--- src/hw/rtl/prp_pkg.sv ---
// ----------------------------------------------------------------------------
// prp_pkg
// shared constants, codes and controller/datapath bundles for the rank engine
// ----------------------------------------------------------------------------
package prp_pkg;

  localparam int unsigned NODE_MAX = 1024;
  localparam int unsigned NODE_W   = 10;
  localparam int unsigned NCNT_W   = 11;
  localparam int unsigned EDGE_MAX = 8192;
  localparam int unsigned EDGE_W   = 13;
  localparam int unsigned ECNT_W   = 14;
  localparam int unsigned DIV_W    = 34;
  localparam int unsigned PROD_W   = 48;
  localparam int unsigned CFG_IW   = 8;

  localparam logic [CFG_IW-1:0] REG_NODE_COUNT = 8'd0;
  localparam logic [CFG_IW-1:0] REG_DAMPING    = 8'd1;
  localparam logic [CFG_IW-1:0] REG_TOLERANCE  = 8'd2;
  localparam logic [CFG_IW-1:0] REG_MAX_ITER   = 8'd3;

  typedef enum logic [1:0] {
    FN_ADD   = 2'd0,
    FN_CLEAR = 2'd1,
    FN_RUN   = 2'd2,
    FN_READ  = 2'd3
  } func_e;

  typedef enum logic [1:0] {
    ST_OK   = 2'd0,
    ST_FULL = 2'd1,
    ST_BAD  = 2'd2
  } status_e;

  typedef enum logic [4:0] {
    OP_NONE,
    OP_ACCEPT,
    OP_CLR,
    OP_ADD_CHK,
    OP_ADD_WR,
    OP_READ,
    OP_READ_DONE,
    OP_DIV_INIT,
    OP_DIV_BASE,
    OP_TAKE_BASE,
    OP_INIT_RANK,
    OP_PASS,
    OP_ACC_INIT,
    OP_E_RD,
    OP_E_GET,
    OP_E_MUL,
    OP_E_DIV,
    OP_E_ACC,
    OP_F_START,
    OP_F_RD,
    OP_F_CMP,
    OP_F_TAKE,
    OP_PASS_END,
    OP_RESULT
  } dp_op_e;

  typedef struct packed {
    dp_op_e op;
  } dp_cmd_t;

  typedef struct packed {
    func_e func;
    logic  add_ok;
    logic  clr_last;
    logic  node_last;
    logic  nodes_done;
    logic  edges_left;
    logic  edge_skip;
    logic  deg_zero;
    logic  cmp_trivial;
    logic  div_busy;
    logic  run_stop;
  } dp_sts_t;

  function automatic logic [31:0] sat32(input logic [DIV_W:0] v);
    logic [31:0] r;
    r = (v > {{(DIV_W-31){1'b0}}, 32'hFFFF_FFFF}) ? 32'hFFFF_FFFF : v[31:0];
    return r;
  endfunction

endpackage

--- src/hw/rtl/prp_ctrl.sv ---
// ----------------------------------------------------------------------------
// prp_ctrl
// sequencer for graph edits, rank reads and the power iteration passes
// ----------------------------------------------------------------------------
module prp_ctrl (
  input  logic             clk_i,
  input  logic             rst_ni,
  input  logic             in_valid_i,
  output logic             in_ready_o,
  output logic             out_valid_o,
  input  logic             out_ready_i,
  output prp_pkg::dp_cmd_t cmd_o,
  input  prp_pkg::dp_sts_t sts_i
);
  import prp_pkg::*;

  typedef enum logic [4:0] {
    S_CLEAR, S_IDLE, S_DISPATCH, S_ADD, S_ADD_WR, S_READ, S_READ_DONE,
    S_DIV_INIT, S_WAIT_INIT, S_DIV_BASE, S_WAIT_BASE, S_TAKE_BASE,
    S_INIT_RANK, S_PASS, S_ACC_INIT, S_E_RD, S_E_GET, S_E_MUL, S_E_DIV,
    S_E_WAIT, S_E_ACC, S_F_START, S_F_RD, S_F_CMP, S_F_WAIT, S_F_TAKE,
    S_PASS_END, S_RESP
  } state_e;

  state_e state_q, state_d;
  logic   out_valid_q;
  logic   clr_resp_q, clr_resp_d;
  dp_op_e op;

  always_comb begin
    state_d    = state_q;
    clr_resp_d = clr_resp_q;
    op         = OP_NONE;
    unique case (state_q)
      S_CLEAR: begin
        op = OP_CLR;
        if (sts_i.clr_last) begin
          state_d = clr_resp_q ? S_RESP : S_IDLE;
        end
      end
      S_IDLE: begin
        if (in_valid_i) begin
          op      = OP_ACCEPT;
          state_d = S_DISPATCH;
        end
      end
      S_DISPATCH: begin
        unique case (sts_i.func)
          FN_ADD:   state_d = S_ADD;
          FN_CLEAR: begin
            state_d    = S_CLEAR;
            clr_resp_d = 1'b1;
          end
          FN_RUN:   state_d = S_DIV_INIT;
          FN_READ:  state_d = S_READ;
          default:  state_d = S_RESP;
        endcase
      end
      S_ADD: begin
        op      = OP_ADD_CHK;
        state_d = sts_i.add_ok ? S_ADD_WR : S_RESP;
      end
      S_ADD_WR: begin
        op      = OP_ADD_WR;
        state_d = S_RESP;
      end
      S_READ: begin
        op      = OP_READ;
        state_d = S_READ_DONE;
      end
      S_READ_DONE: begin
        op      = OP_READ_DONE;
        state_d = S_RESP;
      end
      S_DIV_INIT: begin
        op      = OP_DIV_INIT;
        state_d = S_WAIT_INIT;
      end
      S_WAIT_INIT: if (!sts_i.div_busy) state_d = S_DIV_BASE;
      S_DIV_BASE: begin
        op      = OP_DIV_BASE;
        state_d = S_WAIT_BASE;
      end
      S_WAIT_BASE: if (!sts_i.div_busy) state_d = S_TAKE_BASE;
      S_TAKE_BASE: begin
        op      = OP_TAKE_BASE;
        state_d = S_INIT_RANK;
      end
      S_INIT_RANK: begin
        op = OP_INIT_RANK;
        if (sts_i.node_last) state_d = S_PASS;
      end
      S_PASS: begin
        op      = OP_PASS;
        state_d = S_ACC_INIT;
      end
      S_ACC_INIT: begin
        op = OP_ACC_INIT;
        if (sts_i.node_last) state_d = sts_i.edges_left ? S_E_RD : S_F_START;
      end
      S_E_RD: begin
        op      = OP_E_RD;
        state_d = S_E_GET;
      end
      S_E_GET: begin
        op = OP_E_GET;
        if (sts_i.edge_skip) begin
          state_d = sts_i.edges_left ? S_E_RD : S_F_START;
        end else begin
          state_d = S_E_MUL;
        end
      end
      S_E_MUL: begin
        op = OP_E_MUL;
        if (sts_i.deg_zero) begin
          state_d = sts_i.edges_left ? S_E_RD : S_F_START;
        end else begin
          state_d = S_E_DIV;
        end
      end
      S_E_DIV: begin
        op      = OP_E_DIV;
        state_d = S_E_WAIT;
      end
      S_E_WAIT: if (!sts_i.div_busy) state_d = S_E_ACC;
      S_E_ACC: begin
        op      = OP_E_ACC;
        state_d = sts_i.edges_left ? S_E_RD : S_F_START;
      end
      S_F_START: begin
        op      = OP_F_START;
        state_d = S_F_RD;
      end
      S_F_RD: begin
        op      = OP_F_RD;
        state_d = S_F_CMP;
      end
      S_F_CMP: begin
        op = OP_F_CMP;
        if (sts_i.cmp_trivial) begin
          state_d = sts_i.nodes_done ? S_PASS_END : S_F_RD;
        end else begin
          state_d = S_F_WAIT;
        end
      end
      S_F_WAIT: if (!sts_i.div_busy) state_d = S_F_TAKE;
      S_F_TAKE: begin
        op      = OP_F_TAKE;
        state_d = sts_i.nodes_done ? S_PASS_END : S_F_RD;
      end
      S_PASS_END: begin
        op      = OP_PASS_END;
        state_d = sts_i.run_stop ? S_RESP : S_PASS;
      end
      S_RESP: begin
        if (!out_valid_q || out_ready_i) begin
          op         = OP_RESULT;
          clr_resp_d = 1'b0;
          state_d    = S_IDLE;
        end
      end
      default: state_d = S_IDLE;
    endcase
  end

  always_ff @(posedge clk_i or negedge rst_ni) begin
    if (!rst_ni) begin
      state_q     <= S_CLEAR;
      out_valid_q <= 1'b0;
      clr_resp_q  <= 1'b0;
    end else begin
      state_q    <= state_d;
      clr_resp_q <= clr_resp_d;
      if (op == OP_RESULT) begin
        out_valid_q <= 1'b1;
      end else if (out_ready_i) begin
        out_valid_q <= 1'b0;
      end
    end
  end

  assign in_ready_o  = state_q == S_IDLE;
  assign out_valid_o = out_valid_q;
  assign cmd_o.op    = op;

endmodule
--- config.mk ---
export PLATFORM = sky130hd
export DESIGN_NAME = prp_ctrl
export DESIGN_NICKNAME = d
export VERILOG_FILES = /design/src/hw/rtl/prp_pkg.sv /design/src/hw/rtl/prp_ctrl.sv
export SDC_FILE = /design/constraint.sdc
export NUM_CORES = 1
export LEC_CHECK = 0
export ABC_CLOCK_PERIOD_IN_PS = 2100
export BUFFER_PORTS_ARGS = -buffer_cell sky130_fd_sc_hd__buf_2
export CAP_MARGIN = 20
export CORE_ASPECT_RATIO = 1.75
export CORE_UTILIZATION = 47
export CTS_BUF_LIST = sky130_fd_sc_hd__clkbuf_16
export CTS_CLUSTER_DIAMETER = 80
export DETAILED_ROUTE_END_ITERATION = 16
export PLACE_DENSITY = 0.7
export SETUP_SLACK_MARGIN = 0.3
export SLEW_MARGIN = 20
export SYNTH_ARGS = -nofsm -noshare
export SYNTH_HDL_FRONTEND = slang
export SYNTH_SLANG_ARGS = --single-unit
--- constraint.sdc ---
create_clock -name clk_i -period 2.1 [get_ports clk_i]
set_input_delay 0.105 -clock clk_i [delete_from_list [all_inputs] [get_ports clk_i]]
set_output_delay 0.105 -clock clk_i [all_outputs]
set_load 0.01 [all_outputs]
Word level (Yosys, flattened, before mapping)
Index checks and enable logic that the tools add are counted.

Register bits after elaboration: 7. Output and inout bits: 7. Logic and storage cells: 80.

Equal/unequal tests: 41. Mux-type cells: 27. Reductions and logical operators: 9.

Operator list (number): one-hot mux 5 bit (27 select lines) (1); one-hot mux 5 bit (23 select lines) (1); two-way mux 5 bit (16); == test 5 bit (second input constant) (13); == test 5 x 4 -> 1 bit (second input constant) (8); == test 5 x 3 -> 1 bit (second input constant) (4); inequality test 2 bit (second input constant) (10); one-hot mux 5 bit (4 select lines) (1); == test 5 x 2 -> 1 bit (second input constant) (2); AND reduction 9 bit (1); two-way mux 4 bit (2); == test 5 x 1 -> 1 bit (second input constant) (1); zero test 5 bit (1); two-way mux 1 bit (5); == test 2 bit (second input constant) (2); nonzero test 2 bit (2); AND reduction 3 bit (1); == test 2 x 1 -> 1 bit (second input constant) (1); zero test 2 bit (1); one-hot mux 1 bit (2 select lines) (1); OR reduction 2 bit (1); zero test 1 bit (1); logical OR 1 bit (1).

Logic depth before layout (Yosys ltp)
Gate-level depths: netlist of the first run.

Depth in word-level cells: 6. Mapped depth: 8. Mapped depth without buffers: 5.

Worst setup path after synthesis of the first run
OpenSTA, ideal clock, no wires.

Path kind: register -> register. Start point: register state_q[0]. End point: register state_q[0]. Setup slack: 211 ps. Arrival time: 1764 ps. Buffers on the path: 1. Cell stages (with the launch flop): 7. Clock period less this slack: 1889 ps. Path through: dfrtp_1 -> and2_4 -> buf_6 -> and3_1 -> a221o_1 -> a31oi_4 -> mux2_4.

Cells in the longest elaborated chain, start to end: 3. Elaborated cells between the ends (all ways): 40.

Ends and longest elaborated chain: from (decl) (RTL line prp_ctrl.sv:25) `state_e state_q, state_d;`; from (signal assigned) (RTL line prp_ctrl.sv:172) `state_q <= state_d;`; == test 5 x 3 -> 1 bit (tied with other cells) (RTL line prp_ctrl.sv:34) `unique case (state_q)`; OR reduction 2 bit (no line) or inequality test 2 bit (tied branches); one-hot mux 5 bit (27 select lines) or AND reduction 9 bit (tied branches).

Parallel ways exist; a longest one is shown, timed or not. A chain may end at the register's enable or synchronous reset.

Final worst setup path of the first run
Start point: register state_q[3]. End point: register state_q[4].

Same word-level chain as after synthesis.

==> results of run 1 <==
## repair_timing
action	4_1_cts	5_1_grt
hold endpoints to repair	7	0
hold buffers	1	0
endpoints found under the setup margin	9	8
setup buffers	19	4
pin swaps	6	8
resized for setup	24	12
## worst max-delay path, stage by stage, from the launching register on
cell     delay [ps]
dfrtp_2         440
nor2b_1         200
and3_4          180
a221o_1         380
a31oi_4         290
mux2_4          330
## Yosys cell counts, drive strengths merged (5+ instances only)
master,count,area [sq um]
a21oi,9,45.0
buf,15,82.6
dfrtp,7,175
nand2,10,37.5
nand2b,7,43.8
nor2,12,45.0
nor2b,13,81.3
o2111ai,5,43.8
o21ai,12,60.1
## layout make-up
class	count	area [sq um]
fill	170	537
timing repair buffer	68	520
multi-input combinational	129	936
sequential	7	181
tap	25	31.3
inverter	4	17.5
clock buffer	3	75.1
clock inverter	1	3.75
## path summary, 6_finish.rpt
path / to / slack (ps) / cells past startpoint
min reg2reg: clr_resp_q / 520 / 2
max in group asynchronous: state_q[0] / 1710 / 2
max: state_q[4] / 160 / 5
min: out_valid_o / 210 / 3
max reg2reg: state_q[4] / 160 / 5
min in group asynchronous: state_q[4] / 220 / 2
## layer usage
layer / up-vias / share of wire (%)
met4: 0 / 5.3
met5: - / 0
li1: 694 / -
met3: 27 / 6.1
met2: 84 / 52
met1: 717 / 37
## state kept, by name, summed over array words and instances (netlist names)
name and flops:
clr_resp_q 1, out_valid_o 1, state_q 5
## logic make-up (layout without fill, tap and decap cells)
group | count (synthesis) | count (layout)
compound gates | 49 | 49
fa+ha+maj | 1 | 1
buf+inv | 20 | 76
simple gates | 72 | 72
xor+xnor | 1 | 1
mux | 6 | 6
flops | 7 | 7
## power groups by stage
| stage | Sequential, uW | Combinational [uW] | Clock [uW] |
|---|---|---|---|
| after floorplan | 241 | 1320 | 0 |
| after global placement | 366 | 1670 | 0 |
| after detailed placement | 370 | 1700 | 0 |
| after CTS | 294 | 2230 | 320 |
| after global routing | 304 | 2590 | 328 |
| final | 300 | 2450 | 318 |
## through the flow
step / cells / TNS, ps
finish: 237 / 0
global route: 237 / 0
CTS: 233 / 0
detailed placement: 209 / -14.7
global placement: 209 / 0
floorplan: 156 / 0
==> flow_summary.toml, run 1 <==
[min_path]
hold_class = "in -> reg"
hp-start = "out_ready_i"

[clock_tree]
clkTransAtPathRegs_ps = 40
htreeDepth = 1
numCtsBuffers = 3
cts_buffer_depth = 2
clock-root-buffer = "clkbuf_16"
insertion_delay_ps = 230
clock-sinks = 7
cts_tree = "built"

[sta]
tightest_slew_ps = 393
whs_ps = 213
fin_crit_ps = 1940
max-slew-margin-rel_pct = 73.5
setup_viol = 0
setup_ws_ps = 155
fmax_mhz = 514
finClkSkew_ps = 2.09
maxSlewViolCount = 0
rsz0062_at_grt = "true"
period_share_pct = 92.6
hold_viol = 0

[logic_synthesis]
ys_types = 50
synth_compound_area_share_pct = 30.4
synthArstFlopShare_pct = 100
yosysWarnings = 0
synth_top_family_by_area = "simple AND/OR/NAND/NOR gates"
ys_ff_latch = 7
netlist_area_sq_mm = 0.00114
ys_seq_area_share_pct = 15.3
muxShareOfSynthArea_pct = 7.01
ys.flop_type = "dfrtp_1"
synth_simple_gate_area_share_pct = 36.7
synth_xor_area_share_pct = 0.767
synthAdderAreaFrac_pct = 0.876
syn_inst = 156
synth-edff-count = 0
synth.avg_cell_area_sq_um = 7.32
syn_nets = 172

[grt]
use_met2_pct = 64.4
grt_pass1_wl_um = 6960
grtUsageTotal_pct = 37.7
top_usage_layer = "met2"
grt_max_degree = 13
grt_antenna_before_repair = 0
grt_overflow_total = 0
grt_util_met1_pct = 41.6
gr-usage-met3_pct = 8.22
grt_pass1_vias = 1487

[route]
first_pass_iters = 4
wl_per_cell_um = 18.9
antenna_left = 0
drc_errors = 0
drt_iter0_drc = 59
wl_um = 4490
drt-vias-per-instance = 6.42
via_count = 1522

[power]
totalPowerFinal_uw = 3070
switching_power_uw = 1340
power.density_mw_per_mm2 = 1740
p_leak_uw = 0.000798
seqPwrFrac_pct = 9.8
clkPwrFrac_pct = 10.4
ir_drop_uv = 1100
p_int_uw = 1720
power_frac_comb_pct = 79.9
switching_share_pct = 43.8

[place]
gp_congestion = 0.969
io_buffers = 22
placed_cell_area_sq_mm = 0.00137
post-place-ws_ps = -9.02
place_hpwl_um = 2740

[final_layout]
mostFrequentLayoutCell = "buf_4"
postLayoutCellArea_sq_mm = 0.00177
most-common-layout-cells = "34 x buf_4, 22 x buf_2, 11 x nor2_1"
layout-drive-gt1-share_pct = 44.3
fin_util_pct = 76.7
n_antenna_cell = 0
layout.nets = 229
area_delta_synth_final_pct = 54.5

[flow_run]
cap_violations = 0

[worst_setup_path]
endpoint_kind = "flip-flop"
worst-setup-path-type = "reg -> reg"
crit_start = "state_q[3]"
required_ps = 2210
reg2reg_from = "state_q[3]"
crit_arrival_ps = 2050
cp_max_fo = 5
critPathLaunchType = "flip-flop"

[floorplanning]
die_w_um = 39.3
rows = 23
io_pins = 23
start_util_pct = 49.6
dieArea_sq_mm = 0.00264
die_h_um = 67.2
core_area_sq_mm = 0.00230

[outcome]
status = "finished clean"
No activity file was read; power rests on OpenSTA's default activity.
==> inputs of run 2 (changes only) <==
--- a/config.mk
+++ b/config.mk
@@ -10,7 +10,6 @@
 export CAP_MARGIN = 20
 export CORE_ASPECT_RATIO = 1.75
 export CORE_UTILIZATION = 47
-export CTS_BUF_LIST = sky130_fd_sc_hd__clkbuf_16
 export CTS_CLUSTER_DIAMETER = 80
 export DETAILED_ROUTE_END_ITERATION = 16
 export PLACE_DENSITY = 0.7
==> constraint.sdc (replaced) <==
create_clock -name clk_i -period 2.1 [get_ports clk_i]
set_input_delay 0.21 -clock clk_i [delete_from_list [all_inputs] [get_ports clk_i]]
set_output_delay 0.21 -clock clk_i [all_outputs]
set_load 0.01 [all_outputs]
==> flow_summary.toml, run 2 (synthesized netlist as in run 1, its figures left out) <==
[worst_setup_path]
crit_path_top_delay_cell = "or4b_4"
required_ps = 2210
crit_arrival_ps = 2020
worstPathCellList = "and2_4 > buf_4 > nand4_1 > o31ai_1 > or4b_4 > mux2_4"
endpoint_kind = "flip-flop"
max_stage_delay_ps = 540
cp_max_fo = 8
critPathLaunchType = "flip-flop"
worst-setup-path-type = "reg -> reg"

[floorplanning]
io_pins = 23
dieArea_sq_mm = 0.00264
rows = 23
start_util_pct = 49.6
core_area_sq_mm = 0.00230
die_w_um = 39.3
die_h_um = 67.2

[sta]
period_share_pct = 91.2
fin_crit_ps = 1920
fmax_mhz = 522
finClkSkew_ps = 3.78
max-slew-margin-rel_pct = 69.6
maxSlewViolCount = 0
setup_viol = 0
fin_tns_setup_ps = 0
rsz0062_at_grt = "true"
tightest_slew_ps = 456
hold_viol = 0

[final_layout]
layoutNonFillerInstCount = 238
layout-drive-gt1-share_pct = 48.4
fillers = 168
layout.nets = 230
mostFrequentLayoutCell = "buf_4"
fin_util_pct = 77.9
regMostFlops = "state_q"
most-common-layout-cells = "34 x buf_4, 22 x buf_2, 10 x nand2_1, 10 x buf_6"
largest_reg_flops = 5
postLayoutCellArea_sq_mm = 0.00179
n_antenna_cell = 0
area_delta_synth_final_pct = 57.1

[clock_tree]
htreeDepth = 1
cts_tree = "built"
clkTransAtPathRegs_ps = 40
insertion_delay_ps = 230
numCtsBuffers = 3
cts_buffer_depth = 2
clock-root-buffer = "clkbuf_8"
clock-sinks = 7

[place]
place_hpwl_um = 2790
io_buffers = 22
placed_cell_area_sq_mm = 0.00140
gp_congestion = 0.976
dp_cells = 213

[route]
first_pass_iters = 4
drt_iter0_drc = 88
wl_um = 4560
wl_per_cell_um = 19.2
drt-vias-per-instance = 6.50
drc_errors = 0
via_count = 1547
antenna_left = 0

[outcome]
status = "finished clean"

[power]
power.density_mw_per_mm2 = 1720
ir_drop_uv = 1000
p_leak_uw = 0.000799

[grt]
grt_max_degree = 11
grt_overflow_total = 0
grtUsageTotal_pct = 37.7
grt_pass1_wl_um = 7050
grt_antenna_before_repair = 0
grt_pass1_vias = 1450

[flow_run]
cap_violations = 0

[min_path]
hold_class = "in -> async"
[run 2: cell types whose count changed in the layout (fill, tap and decap cells not counted), sizes merged]
cell,previous run,this run
buf,67,68
clkbuf,3,4
inv,5,4
[run 2: repair_timing]
| action | CTS | global route |
|---|---|---|
| endpoints found under the setup margin | 10 | 10 |
| gates resized for setup | 38 | 14 |
| setup buffers | 18 | 2 |
| hold endpoints to repair | 7 | 0 |
| pin swaps | 4 | 8 |
| hold buffers | 1 | 0 |
[run 2: worst max-delay path: cells and delay by family, from the launching register on]
family                 cells  cell delay [ps]
AO/OA/AOI/OAI              1               90
buffers and inverters      1              170
flip-flops                 1              460
multiplexers               1              270
AND/OR/NAND/NOR            3              800
[run 2: routing by layer]
metal | vias up | routed length [um] | share of wire (%) | track usage (%)
met5 | - | 0 | 0 | 0
met4 | 0 | 299 | 6.6 | 19.8
met3 | 31 | 261 | 5.7 | 5.92
met2 | 88 | 2290 | 50 | 62.5
met1 | 725 | 1710 | 37 | 44.6
li1 | 703 | - | - | -
[run 2: metrics by stage]
stage | worst slack (ps) | hold WS, ps | total power, uW
final | 184 | 338 | 3090
after global routing | 95.6 | 384 | 3260
after CTS | 244 | 332 | 2830
after detailed placement | 58.4 | 46.9 | 2140
after global placement | 105 | 40.6 | 2100
after floorplan | 264 | -85.6 | 1560
[run 2: path summary, 6_finish.rpt]
check | startpoint | endpoint | slack [ps] | cells past startpoint
worst max-delay path | state_q[0] | state_q[1] | 180 | 6
min in group clk_i | sts_i[10] | clr_resp_q | 370 | 3
max in group asynchronous | rst_ni | state_q[1] | 1590 | 2
worst max register to register | state_q[0] | state_q[1] | 180 | 6
worst min-delay path | rst_ni | out_valid_o | 340 | 2
worst min register to register | clr_resp_q | clr_resp_q | 550 | 2
[run 2: cell type report]
cell class / count / area [sq um] / share of cell area, %
Inverter: 4 / 20.0 / 1.12
Tap cell: 25 / 31.3 / 1.74
Clock buffer: 4 / 45.0 / 2.51
Timing Repair Buffer: 69 / 523 / 29.1
Multi-Input combinational cell: 129 / 993 / 55.4
Sequential cell: 7 / 181 / 10.1
[run 2: power breakdown]
part	leakage, uW	total [uW]	switching [uW]	internal (uW)
sequential	0.0000815	336	126	210
clock	0.0000228	193	61.3	132
combinational	0.000695	2560	1210	1350
total	0.000799	3090	1400	1690
